### config.mk
export PLATFORM = sky130hd
export DESIGN_NAME = base64_stream_codec_unit
export DESIGN_NICKNAME = d
export VERILOG_FILES = /design/src/hw/rtl/b64c_pkg.sv /design/src/hw/rtl/b64c_front.sv /design/src/hw/rtl/b64c_job_fifo.sv /design/src/hw/rtl/b64c_back.sv /design/src/hw/rtl/base64_stream_codec_unit.sv
export SDC_FILE = /design/constraint.sdc
export NUM_CORES = 1
export LEC_CHECK = 0
export ABC_AREA = 1
export CAP_MARGIN = 25
export CELL_PAD_IN_SITES_DETAIL_PLACEMENT = 0
export CELL_PAD_IN_SITES_GLOBAL_PLACEMENT = 1
export CORE_UTILIZATION = 40
export DETAILED_ROUTE_END_ITERATION = 12
export DONT_BUFFER_PORTS = 1
export PLACE_DENSITY = 0.71
export SLEW_MARGIN = 20
export SYNTH_ARGS = -nofsm -noshare
export SYNTH_HDL_FRONTEND = slang
export SYNTH_SLANG_ARGS = --single-unit
export TNS_END_PERCENT = 30
### constraint.sdc
create_clock -name clk -period 4.9 [get_ports clk]
set_input_delay 0.245 -clock clk [delete_from_list [all_inputs] [get_ports clk]]
set_output_delay 0.245 -clock clk [all_outputs]
set_load 0.03 [all_outputs]
### src/hw/rtl/b64c_pkg.sv
// ----------------------------------------------------------------------------
// b64c_pkg
// Types, codes and character mapping functions shared by the base64 stream codec.
// ----------------------------------------------------------------------------
package b64c_pkg;

  localparam int unsigned JOB_RESULTS = 4;
  localparam int unsigned JOB_DEPTH   = 2;
  localparam int unsigned JOB_PTR_W   = $clog2(JOB_DEPTH);
  localparam int unsigned JOB_CNT_W   = $clog2(JOB_DEPTH + 1);
  localparam int unsigned RES_IDX_W   = $clog2(JOB_RESULTS);

  localparam logic [7:0] PAD_CHAR = 8'h3D;

  localparam logic [1:0] ST_OK       = 2'd0;
  localparam logic [1:0] ST_BAD_CHAR = 2'd1;
  localparam logic [1:0] ST_BAD_LEN  = 2'd2;

  localparam logic CFG_DIRECTION = 1'b0;
  localparam logic CFG_VARIANT   = 1'b1;

  localparam logic DIR_ENCODE = 1'b0;
  localparam logic VAR_URL    = 1'b1;

  typedef struct packed {
    logic [7:0] in_byte;
    logic       in_last;
  } item_t;

  typedef struct packed {
    logic [7:0] out_byte;
    logic       out_last;
    logic [1:0] status;
  } result_t;

  // all results released by one accepted item
  typedef struct packed {
    logic [2:0]                   cnt;
    result_t [JOB_RESULTS-1:0]    res;
  } job_t;

  function automatic logic [7:0] enc_char(input logic [5:0] s, input logic url);
    if (s < 6'd26) return 8'h41 + {2'b00, s};
    if (s < 6'd52) return 8'h61 + {2'b00, s - 6'd26};
    if (s < 6'd62) return 8'h30 + {2'b00, s - 6'd52};
    if (s == 6'd62) return url ? 8'h2D : 8'h2B;
    return url ? 8'h5F : 8'h2F;
  endfunction

  // bit 6 set when the character is outside the alphabet
  function automatic logic [6:0] dec_val(input logic [7:0] c, input logic url);
    if (c >= 8'h41 && c <= 8'h5A) return {1'b0, 6'(c - 8'h41)};
    if (c >= 8'h61 && c <= 8'h7A) return {1'b0, 6'(c - 8'h61 + 8'd26)};
    if (c >= 8'h30 && c <= 8'h39) return {1'b0, 6'(c - 8'h30 + 8'd52)};
    if (url) begin
      if (c == 8'h2D) return 7'd62;
      if (c == 8'h5F) return 7'd63;
    end else begin
      if (c == 8'h2B) return 7'd62;
      if (c == 8'h2F) return 7'd63;
    end
    return 7'h40;
  endfunction

endpackage

### src/hw/rtl/b64c_front.sv
// ----------------------------------------------------------------------------
// b64c_front
// Accepts one beat per cycle while accept is high, keeps the group state and
// builds the job of results that the beat releases.
// ----------------------------------------------------------------------------
module b64c_front (
  input  logic              clk,
  input  logic              rst,
  input  logic              cfg_wr,
  input  logic              cfg_addr,
  input  logic              cfg_wdata,
  input  logic              accept,
  input  b64c_pkg::item_t   item,
  output logic              job_push,
  output b64c_pkg::job_t    job
);

  logic        direction;
  logic        variant;
  logic [23:0] group_bits;
  logic [1:0]  group_count;
  logic        pad_seen;
  logic        discarding;

  logic [23:0] group_bits_next;
  logic [1:0]  group_count_next;
  logic        pad_seen_next;
  logic        discarding_next;

  logic [7:0]  b;
  logic        last;
  logic [2:0]  n;
  logic [23:0] ebits;
  logic [6:0]  dv;
  logic [23:0] dbits;
  logic        err;
  logic [1:0]  err_st;
  logic        emitted;

  assign b    = item.in_byte;
  assign last = item.in_last;

  always_comb begin
    job              = '0;
    group_bits_next  = group_bits;
    group_count_next = group_count;
    pad_seen_next    = pad_seen;
    discarding_next  = discarding;
    err              = 1'b0;
    err_st           = b64c_pkg::ST_OK;
    emitted          = 1'b0;
    n     = {1'b0, group_count} + 3'd1;
    ebits = {group_bits[15:0], b};
    dv    = b64c_pkg::dec_val(b, variant);
    dbits = {group_bits[17:0], dv[5:0]};

    if (discarding) begin
      if (last) begin
        discarding_next  = 1'b0;
        group_bits_next  = '0;
        group_count_next = '0;
        pad_seen_next    = 1'b0;
      end
    end else if (direction == b64c_pkg::DIR_ENCODE) begin
      if (n >= 3'd3) begin
        job.cnt = 3'd4;
        job.res[0] = '{b64c_pkg::enc_char(ebits[23:18], variant), 1'b0, b64c_pkg::ST_OK};
        job.res[1] = '{b64c_pkg::enc_char(ebits[17:12], variant), 1'b0, b64c_pkg::ST_OK};
        job.res[2] = '{b64c_pkg::enc_char(ebits[11:6], variant), 1'b0, b64c_pkg::ST_OK};
        job.res[3] = '{b64c_pkg::enc_char(ebits[5:0], variant), last, b64c_pkg::ST_OK};
        group_bits_next  = '0;
        group_count_next = '0;
        pad_seen_next    = 1'b0;
      end else if (!last) begin
        group_bits_next  = ebits;
        group_count_next = n[1:0];
      end else begin
        if (n == 3'd1) begin
          job.cnt = (variant == b64c_pkg::VAR_URL) ? 3'd2 : 3'd4;
          job.res[0] = '{b64c_pkg::enc_char(ebits[7:2], variant), 1'b0, b64c_pkg::ST_OK};
          job.res[1] = '{b64c_pkg::enc_char({ebits[1:0], 4'b0000}, variant), variant,
                         b64c_pkg::ST_OK};
          job.res[2] = '{b64c_pkg::PAD_CHAR, 1'b0, b64c_pkg::ST_OK};
          job.res[3] = '{b64c_pkg::PAD_CHAR, 1'b1, b64c_pkg::ST_OK};
        end else begin
          job.cnt = (variant == b64c_pkg::VAR_URL) ? 3'd3 : 3'd4;
          job.res[0] = '{b64c_pkg::enc_char(ebits[15:10], variant), 1'b0, b64c_pkg::ST_OK};
          job.res[1] = '{b64c_pkg::enc_char(ebits[9:4], variant), 1'b0, b64c_pkg::ST_OK};
          job.res[2] = '{b64c_pkg::enc_char({ebits[3:0], 2'b00}, variant), variant,
                         b64c_pkg::ST_OK};
          job.res[3] = '{b64c_pkg::PAD_CHAR, 1'b1, b64c_pkg::ST_OK};
        end
        group_bits_next  = '0;
        group_count_next = '0;
        pad_seen_next    = 1'b0;
      end
    end else begin
      if (b == b64c_pkg::PAD_CHAR) begin
        pad_seen_next = 1'b1;
      end else if (dv[6] || pad_seen) begin
        err    = 1'b1;
        err_st = b64c_pkg::ST_BAD_CHAR;
      end else if (group_count == 2'd3) begin
        emitted = 1'b1;
        job.cnt = 3'd3;
        job.res[0] = '{dbits[23:16], 1'b0, b64c_pkg::ST_OK};
        job.res[1] = '{dbits[15:8], 1'b0, b64c_pkg::ST_OK};
        job.res[2] = '{dbits[7:0], last, b64c_pkg::ST_OK};
        group_bits_next  = '0;
        group_count_next = '0;
      end else begin
        group_bits_next  = dbits;
        group_count_next = group_count + 2'd1;
      end

      if (!err && last) begin
        case (group_count_next)
          2'd1: begin
            err    = 1'b1;
            err_st = b64c_pkg::ST_BAD_LEN;
          end
          2'd2: begin
            job.cnt = 3'd1;
            job.res[0] = '{group_bits_next[11:4], 1'b1, b64c_pkg::ST_OK};
          end
          2'd3: begin
            job.cnt = 3'd2;
            job.res[0] = '{group_bits_next[17:10], 1'b0, b64c_pkg::ST_OK};
            job.res[1] = '{group_bits_next[9:2], 1'b1, b64c_pkg::ST_OK};
          end
          default: begin
            // frame ended on padding only: end marker
            if (!emitted) begin
              job.cnt = 3'd1;
              job.res[0] = '{8'h00, 1'b1, b64c_pkg::ST_OK};
            end
          end
        endcase
        group_bits_next  = '0;
        group_count_next = '0;
        pad_seen_next    = 1'b0;
      end

      if (err) begin
        job = '0;
        job.cnt = 3'd1;
        job.res[0] = '{8'h00, 1'b1, err_st};
        group_bits_next  = '0;
        group_count_next = '0;
        pad_seen_next    = 1'b0;
        discarding_next  = !last;
      end
    end
  end

  assign job_push = accept && (job.cnt != 3'd0);

  always_ff @(posedge clk) begin
    if (rst) begin
      direction   <= 1'b0;
      variant     <= 1'b0;
      group_bits  <= '0;
      group_count <= '0;
      pad_seen    <= 1'b0;
      discarding  <= 1'b0;
    end else begin
      if (cfg_wr) begin
        if (cfg_addr == b64c_pkg::CFG_DIRECTION) direction <= cfg_wdata;
        if (cfg_addr == b64c_pkg::CFG_VARIANT)   variant   <= cfg_wdata;
      end
      if (accept) begin
        group_bits  <= group_bits_next;
        group_count <= group_count_next;
        pad_seen    <= pad_seen_next;
        discarding  <= discarding_next;
      end
    end
  end

endmodule

### src/hw/rtl/b64c_job_fifo.sv
// ----------------------------------------------------------------------------
// b64c_job_fifo
// Short queue of jobs between the front and the back.
// ----------------------------------------------------------------------------
module b64c_job_fifo (
  input  logic            clk,
  input  logic            rst,
  input  logic            push,
  input  b64c_pkg::job_t  push_job,
  input  logic            pop,
  output b64c_pkg::job_t  head,
  output logic            full,
  output logic            empty
);

  b64c_pkg::job_t mem [b64c_pkg::JOB_DEPTH];

  logic [b64c_pkg::JOB_PTR_W-1:0] wr_ptr;
  logic [b64c_pkg::JOB_PTR_W-1:0] rd_ptr;
  logic [b64c_pkg::JOB_CNT_W-1:0] count;

  assign full  = (count == b64c_pkg::JOB_CNT_W'(b64c_pkg::JOB_DEPTH));
  assign empty = (count == '0);
  assign head  = mem[rd_ptr];

  always_ff @(posedge clk) begin
    if (push) mem[wr_ptr] <= push_job;
  end

  always_ff @(posedge clk) begin
    if (rst) begin
      wr_ptr <= '0;
      rd_ptr <= '0;
      count  <= '0;
    end else begin
      if (push) wr_ptr <= wr_ptr + 1'b1;
      if (pop)  rd_ptr <= rd_ptr + 1'b1;
      if (push && !pop)      count <= count + 1'b1;
      else if (pop && !push) count <= count - 1'b1;
    end
  end

endmodule

### src/hw/rtl/b64c_back.sv
// ----------------------------------------------------------------------------
// b64c_back
// Walks the head job one result a cycle into the output register as it frees.
// ----------------------------------------------------------------------------
module b64c_back (
  input  logic               clk,
  input  logic               rst,
  input  b64c_pkg::job_t     head,
  input  logic               job_empty,
  output logic               job_pop,
  input  logic               pop,
  output logic               empty,
  output b64c_pkg::result_t  out_data
);

  logic [b64c_pkg::RES_IDX_W-1:0] idx;
  logic                           out_valid;
  b64c_pkg::result_t              out_q;
  logic                           load;
  logic                           at_end;

  assign load    = !job_empty && (!out_valid || pop);
  assign at_end  = ({1'b0, idx} == head.cnt - 3'd1);
  assign job_pop = load && at_end;
  assign empty   = !out_valid;
  assign out_data = out_q;

  always_ff @(posedge clk) begin
    if (load) out_q <= head.res[idx];
  end

  always_ff @(posedge clk) begin
    if (rst) begin
      idx       <= '0;
      out_valid <= 1'b0;
    end else begin
      if (load) begin
        out_valid <= 1'b1;
        idx       <= at_end ? '0 : idx + 1'b1;
      end else if (pop) begin
        out_valid <= 1'b0;
      end
    end
  end

endmodule

### src/hw/rtl/base64_stream_codec_unit.sv
// ----------------------------------------------------------------------------
// base64_stream_codec_unit
// Streaming base64 codec, encode or decode, standard or url alphabet.
// ----------------------------------------------------------------------------
// One beat is accepted each cycle while the two-entry job queue has room; a
// beat's results (up to four) pass through the job queue and the output
// register to the result port and leave one per cycle while pop is high, so the
// single output register sets the rate. The user must write the configuration
// through cfg_wr/cfg_addr/cfg_wdata only while the block is idle, which the
// block does not enforce; index 0 is the direction, index 1 the alphabet variant.
module base64_stream_codec_unit (
  input  logic               clk,
  input  logic               rst,
  input  logic               cfg_wr,
  input  logic               cfg_addr,
  input  logic               cfg_wdata,
  input  logic               push,
  output logic               full,
  input  b64c_pkg::item_t    in_data,
  output logic               empty,
  input  logic               pop,
  output b64c_pkg::result_t  out_data
);

  logic           accept;
  logic           job_push;
  b64c_pkg::job_t job;
  b64c_pkg::job_t head;
  logic           job_pop;
  logic           job_empty;

  assign accept = push && !full;

  b64c_front u_front (
    .clk       (clk),
    .rst       (rst),
    .cfg_wr    (cfg_wr),
    .cfg_addr  (cfg_addr),
    .cfg_wdata (cfg_wdata),
    .accept    (accept),
    .item      (in_data),
    .job_push  (job_push),
    .job       (job)
  );

  b64c_job_fifo u_fifo (
    .clk      (clk),
    .rst      (rst),
    .push     (job_push),
    .push_job (job),
    .pop      (job_pop),
    .head     (head),
    .full     (full),
    .empty    (job_empty)
  );

  b64c_back u_back (
    .clk       (clk),
    .rst       (rst),
    .head      (head),
    .job_empty (job_empty),
    .job_pop   (job_pop),
    .pop       (pop),
    .empty     (empty),
    .out_data  (out_data)
  );

endmodule

### After elaboration in Yosys (flattened, before gate mapping)

Memories as Yosys holds them, arrays and structs flattened. A register that Yosys moved wholly into a read port is not among the register bits.
Index checks and enable logic that the tools add are counted.

| word-level totals | value |
|---|---|
| register bits after elaboration | 42 |
| memory bits (writable) | 94 |
| input port bits | 16 |
| output and inout port bits | 13 |
| word-level logic and storage cells | 589 |
| memories kept | 1 |

| operators by class | value |
|---|---|
| add/sub/neg operators | 58 |
| magnitude comparators | 35 |
| equal/unequal tests | 23 |
| multiplexer cells | 428 |
| bitwise logic cells | 1 |
| reductions and logical operators | 28 |

Memory list:

| name | words | width | read ports | clocked after memory_dff | write ports | RTL line | text |
|---|---|---|---|---|---|---|---|
| u_fifo.mem | 2 | 47 | 1 | 1 | 1 | b64c_job_fifo.sv:16 | `b64c_pkg::job_t mem [b64c_pkg::JOB_DEPTH];` |

Operators with widths:

| kind | count |
|---|---|
| 8-bit two-way mux | 70 |
| 1-bit two-way mux | 291 |
| 47-bit two-way mux | 6 |
| 18-bit two-way mux | 10 |
| 7-bit by 6-bit adder with 8-bit output, first input constant | 18 |
| 6-bit < comparator, second input constant | 18 |
| 7-bit two-way mux | 15 |
| 33-bit two-way mux | 3 |
| 6-bit subtractor, second input constant | 11 |
| 6-bit by 6-bit adder with 7-bit output, first input constant | 9 |
| 6-bit by 5-bit < comparator with 1-bit output, second input constant | 9 |
| 6-bit by 5-bit subtractor with 6-bit output, second input constant | 9 |
| 6-bit == test, second input constant | 7 |
| 2-bit two-way mux | 19 |
| 11-bit two-way mux | 3 |
| 11-bit case mux with 3 select lines | 1 |
| 8-bit by 6-bit == test with 1-bit output, second input constant | 4 |
| 11-bit binary-select mux with 2-bit select | 1 |
| 22-bit two-way mux | 1 |
| 3-bit two-way mux | 7 |
| 8-bit by 7-bit >= comparator with 1-bit output, second input constant | 2 |
| 8-bit by 7-bit less-or-equal comparator with 1-bit output, second input constant | 2 |
| 5-bit != test, second input constant | 3 |
| 1-bit logical AND | 10 |
| other kinds (27) | 44 |

### Depth between registers and ports, before layout

| depth | value |
|---|---|
| depth in word-level cells | 43 |
| depth in mapped cells | 27 |
| depth with buffers taken out | 24 |

### Cells and area by module

Synthesis repeated with hierarchy kept, for this count alone.

| second synthesis, totals | value |
|---|---|
| cells, all modules | 1499 |
| area, all modules | 11622.4 µm² |

Modules (own cells, without submodules):

| module | instances | cells an instance | area each (µm²) | sequential area each (µm²) |
|---|---|---|---|---|
| b64c_front | 1 | 1202 | 6951.7 | 480.5 |
| b64c_job_fifo | 1 | 179 | 3741.1 | 2922.8 |
| b64c_back | 1 | 116 | 919.6 | 390.4 |
| base64_stream_codec_unit | 1 | 2 | 10.0 | 0.0 |

### Worst setup path before layout

OpenSTA, ideal clock, no wires.

| timing | value |
|---|---|
| path type | input-to-reg |
| start point | input port in_data[3] (netlist bit) |
| end point | memory u_fifo.mem[0][0] (netlist bit) (enable) |
| setup time | 0.439 ns |
| data arrival time | 4.116 ns |
| required time | 4.461 ns |
| slack | 0.344 ns |
| stages on the path | 22 |
| buffers on the path | 3 |
| cell sequence | clkbuf_1 -> inv_1 -> ha_1 -> buf_4 -> nand2_2 -> nand2_2 -> nand2_1 -> nand2_1 -> o21ai_2 -> nand2_2 -> nand3_4 -> nand3_2 -> buf_6 -> nand2_2 -> nand2_4 -> nand2_2 -> nand3_2 -> nand3_2 -> nand2_1 -> nand3_2 -> nand2_1 -> nor2_1 |

| on the way | value |
|---|---|
| cells in the longest elaborated chain, start to end | 32 |
| elaborated cells between the ends (all ways) | 85 |
| those cells by class | 6 x order compare; 8 x eq/ne; 63 x mux; 8 x reduce/logical |

Ends and longest elaborated chain:

| what | RTL line | text |
|---|---|---|
| start, declared | base64_stream_codec_unit.sv:19 | `input b64c_pkg::item_t in_data,` |
| 8-bit by 6-bit == test with 1-bit output (on tied branches) | b64c_pkg.sv:59, b64c_pkg.sv:56 |  |
| 1-bit two-way mux (on tied branches) | b64c_pkg.sv:59, b64c_pkg.sv:56 |  |
| 1-bit two-way mux (2 in series) | b64c_pkg.sv:55 | `if (url) begin` |
| 1-bit two-way mux | b64c_pkg.sv:54 | `if (c >= 8'h30 && c <= 8'h39) return {1'b0, 6'(c - 8'h30 + 8'd52)};` |
| 1-bit two-way mux | b64c_pkg.sv:53 | `if (c >= 8'h61 && c <= 8'h7A) return {1'b0, 6'(c - 8'h61 + 8'd26)};` |
| 1-bit two-way mux (on tied branches) | b64c_pkg.sv:60, b64c_pkg.sv:57 |  |
| 1-bit two-way mux (2 in series) | b64c_pkg.sv:55 |  |
| 1-bit two-way mux | b64c_pkg.sv:54 |  |
| (+14 left out) | - |  |
| 1-bit two-way mux | b64c_front.sv:57 | `if (discarding) begin` |
| 47-bit two-way mux (*) | b64c_front.sv:144 | `if (err) begin` |
| 47-bit two-way mux (*) | b64c_front.sv:64 | `end else if (direction == b64c_pkg::DIR_ENCODE) begin` |
| 47-bit two-way mux (*) | b64c_front.sv:57 |  |
| 3-bit nonzero test (*) | b64c_front.sv:156 | `assign job_push = accept && (job.cnt != 3'd0);` |
| 1-bit logical AND (*) | b64c_front.sv:156 |  |
| 1-bit two-way mux (*) | b64c_job_fifo.sv:27 | `if (push) mem[wr_ptr] <= push_job;` |
| 1-bit two-way mux (implied by the code) (*) | b64c_job_fifo.sv:27 |  |
| end, declared | b64c_job_fifo.sv:16 |  |

Mark *: on every way between the ends. The rest lies on a longest branch, timed or not. The select of a mux whose other input is x is not followed.

### Final worst setup path

| timing | value |
|---|---|
| start point | register u_front.group_count[0] |
| end point | memory u_fifo.mem[0][36] (netlist bit) (enable) |

| on the way | value |
|---|---|
| cells in the longest elaborated chain, start to end | 18 |
| elaborated cells between the ends (all ways) | 38 |
| those cells by class | 2 x add/sub; 1 x order compare; 5 x eq/ne; 28 x mux; 2 x reduce/logical |

Ends and longest elaborated chain:

| what | RTL line | text |
|---|---|---|
| start, declared | b64c_front.sv:21 | `logic [1:0] group_count;` |
| start signal, assigned | b64c_front.sv:173 | `group_count <= group_count_next;` |
| 2-bit by 1-bit adder with 2-bit output or 2-bit == test (tied branches) | b64c_front.sv:113, b64c_front.sv:103 |  |
| 2-bit two-way mux | b64c_front.sv:103 | `end else if (group_count == 2'd3) begin` |
| 2-bit two-way mux | b64c_front.sv:100 | `end else if (dv[6] \|\| pad_seen) begin` |
| 2-bit two-way mux | b64c_front.sv:98 | `if (b == b64c_pkg::PAD_CHAR) begin` |
| 2-bit two-way mux | b64c_front.sv:64 |  |
| 2-bit two-way mux | b64c_front.sv:57 |  |
| 2-bit by 1-bit == test with 1-bit output | b64c_front.sv:117 | `case (group_count_next)` |
| 1-bit two-way mux | b64c_front.sv:117 |  |
| (+2 left out) | - |  |
| 1-bit two-way mux | b64c_front.sv:57 |  |
| 47-bit two-way mux | b64c_front.sv:144 |  |
| 47-bit two-way mux (*) | b64c_front.sv:64 |  |
| 47-bit two-way mux (*) | b64c_front.sv:57 |  |
| 3-bit nonzero test (*) | b64c_front.sv:156 |  |
| 1-bit logical AND (*) | b64c_front.sv:156 |  |
| 1-bit two-way mux (*) | b64c_job_fifo.sv:27 |  |
| 1-bit two-way mux (implied by the code) (*) | b64c_job_fifo.sv:27 |  |

Marked as above.

==> impl_metrics.toml <==
[clock_network]
clkLatencyLatePin_ns = 0.42
cts.sinks = 125
clockRootBuffer = "clkbuf_16"
clock_path_buffers = 2
cts_max_level = 4
post-cts-setup-buffer-count = 0
cts_tree = "yes"
clk_pin_slew_ns = 0.06
cts-hold-fix-buffers = 1
cts_buffers = 17
cts.repair.resized = 0

[yosys]
syn_area_sq_um = 10580
syn_nets = 1513
ys_types = 59
ys_ff_latch = 125
ys_warn_count = 0
synth_edf_count = 93
ys.flop_type = "edfxtp_1"
yosysSeqAreaShare_pct = 32.45
synth_cells = 1417
syn-mean-instance-area_sq_um = 7.467
async_reset_ff_share_pct = 0

[pwr]
power.density_nw_per_um2 = 326.6
leakage_nw = 4.403
ir_drop_v = 0.0003149

[timing]
rsz0062_at_grt = "no"
worst_pin_slew_ns = 1.081
fin_crit_ns = 3.537
fin_tns_setup_ns = 0
period_share_pct = 72.19
hold_viol = 0
finalSetupViolCount = 0
finalClockSkew_ns = 0.01756
fmax_mhz = 282.7
slew_headroom_pct = 26.09
drv_slew = 0

[die]
initial_utilization_pct = 40.72
die_w_um = 164.6
core.rowCount = 59
coreArea_sq_um = 25980
die_height_um = 164.6
io_pins = 29
die-area_sq_um = 27110

[layout]
final_nets = 1494
post-route-util_pct = 44.12
flow.area_growth_from_synthesis_pct = 8.336
final_common_cell = "nand2_1"
drive_above_1_share_pct = 8.930
diodes = 0
layout_common_cells = "219 x nand2_1, 160 x nor2_1, 150 x o21ai_0"

[global_route]
grt_overflow = 0
grt_max_degree = 43
grt_pass1_wl_um = 57220
grt_pass1_vias = 9622
antenna_found_initial = 1
track_usage_pct = 28.41

[worst_hold_path]
holdPathStages = 2
worstHoldStart = "cfg_wdata"
hold_end = "u_front.variant"
worst_hold_path_type = "primary input to flip-flop"

[route]
drt_iter0_drc = 1250
drc = 0
routed-via-count = 10310
via_per_inst = 5.907
postRouteAntennaNets = 0
first_pass_iters = 5
top_layer = "met5"
dr_wl_met3_um = 2900
dr_wl_met2_um = 17520
met1_length_um = 16730
drt-total-wl_um = 38180
wl_per_cell_um = 21.87

[worst_setup_path]
worstReg2RegEnd = "u_fifo.mem[0][36]"
r2r_cells = 12
rrSetupSlack_ns = 1.36
cp_max_fo = 41
required_ns = 4.95
crit_path_end_kind = "flip-flop"
start_kind = "flip-flop"
arrival_ns = 3.59
reg2reg_from = "u_front.group_count[0]"
critPathKind = "flip-flop to flip-flop"

[place]
dp_hpwl_um = 28400
io_buffers = 0
place_congestion = 0.9459

[run_status]
outcome = "complete, no violations"

[job]
cap_violations = 0
-- state kept, by name, summed over array words and instances, names as in the netlist, 2 cells and up, named ones only --
signal / flops
u_fifo.mem: 82
u_front.group_count: 2
u_back.out_data: 11
u_back.idx: 2
u_fifo.count: 2
u_front.group_bits: 18
-- cell type report --
type	instances	area [sq um]
clock buffer	17	425.4
clock inverter	15	146.4
timing repair buffer	27	200.2
tap	335	419.2
sequential	125	3433
multi-input combinational	1078	6274
inverter	149	565.5
fill	2675	14520
-- cells in the mapped netlist (5+ instances only) --
cell / n / share of area (%)
nor3_1: 19 / 0.90
nand3_2: 9 / 0.85
ha_1: 80 / 9.5
buf_6: 5 / 0.53
clkbuf_1: 43 / 1.5
xor2_1: 49 / 4.1
buf_4: 6 / 0.43
nand2_1: 219 / 7.8
a21oi_1: 121 / 5.7
inv_1: 123 / 4.4
nand4_1: 10 / 0.59
a31oi_1: 16 / 0.95
a22oi_1: 14 / 0.99
nor2_1: 161 / 5.7
inv_2: 16 / 0.57
o21ai_1: 7 / 0.33
o211ai_1: 25 / 1.8
o311ai_0: 7 / 0.58
o221ai_1: 8 / 0.66
clkinv_1: 8 / 0.28
nand3_1: 65 / 3.1
o22ai_1: 40 / 2.4
or2_2: 7 / 0.41
a211oi_1: 5 / 0.35
nand2_2: 11 / 0.65
buf_2: 10 / 0.47
dfxtp_1: 32 / 6.1
xnor2_1: 8 / 0.66
o21ai_0: 150 / 7.1
edfxtp_1: 93 / 26
-- routing by layer --
metal  track usage, %  vias to the layer above
li1                 -                     4889
met1            38.35                     4892
met2            45.42                      463
met3            4.972                       68
met4            9.967                        2
met5                0                        -
-- worst max path at each step --
| stage | start | end | slack [ns] | cells past startpoint |
|---|---|---|---|---|
| CTS | u_front.group_count[0] | u_fifo.mem[0][31] | 1.38 | 12 |
| finish | u_front.group_count[0] | u_fifo.mem[0][36] | 1.36 | 12 |
| detailed placement | in_data[5] | u_fifo.count[1] | 1.09 | 24 |
| global route | u_front.group_count[0] | u_fifo.mem[0][42] | 1.09 | 12 |
| global placement | in_data[5] | u_fifo.count[1] | 1.13 | 24 |
| floorplan | in_data[3] | u_fifo.mem[0][0] | 0.34 | 22 |
-- cell families after synthesis --
logic type | share of synthesized area [%]
and+or+nand+nor | 21.59
AOI/OAI and AO/OA | 23.26
buffers and inverters | 8.336
DFF | 32.45
adders and majority gates | 9.460
xor gates and xnor gates | 4.718
muxes | 0.1892
-- report_power, final --
| group | internal, W | switching [W] |
|---|---|---|
| combinational | 0.000308 | 0.000741 |
| sequential | 0.00132 | 0.000147 |
| clock | 0.000675 | 0.000558 |
| total | 0.00230 | 0.00145 |
-- critical path: stages, from the launching register on --
cell	delay (ns)
dfxtp_1	0.38
inv_1	0.13
ha_1	0.21
nor2_1	0.57
inv_2	0.07
nor2_1	0.37
nand3_1	0.17
o21ai_0	0.34
nand2_1	0.16
nand3_2	0.11
nand2_1	0.10
nor2_4	0.08
buf_4	0.46
-- through the flow --
step | cell area (sq um) | hold slack [ns] | cells | setup WS (ns) | power [W]
3_3_place_gp | 10890 | 0.3232 | 1713 | 1.134 | 0.002506
6_report | 11460 | 0.03908 | 1746 | 1.363 | 0.003744
3_5_place_dp | 10890 | 0.3251 | 1713 | 1.092 | 0.002514
5_1_grt | 11460 | 0.06446 | 1746 | 1.091 | 0.003915
4_1_cts | 11470 | 0.02004 | 1746 | 1.383 | 0.003746
2_1_floorplan | 10580 | 0.4003 | 1417 | 0.3441 | 0.002191
No activity file was read; power rests on OpenSTA's default activity.
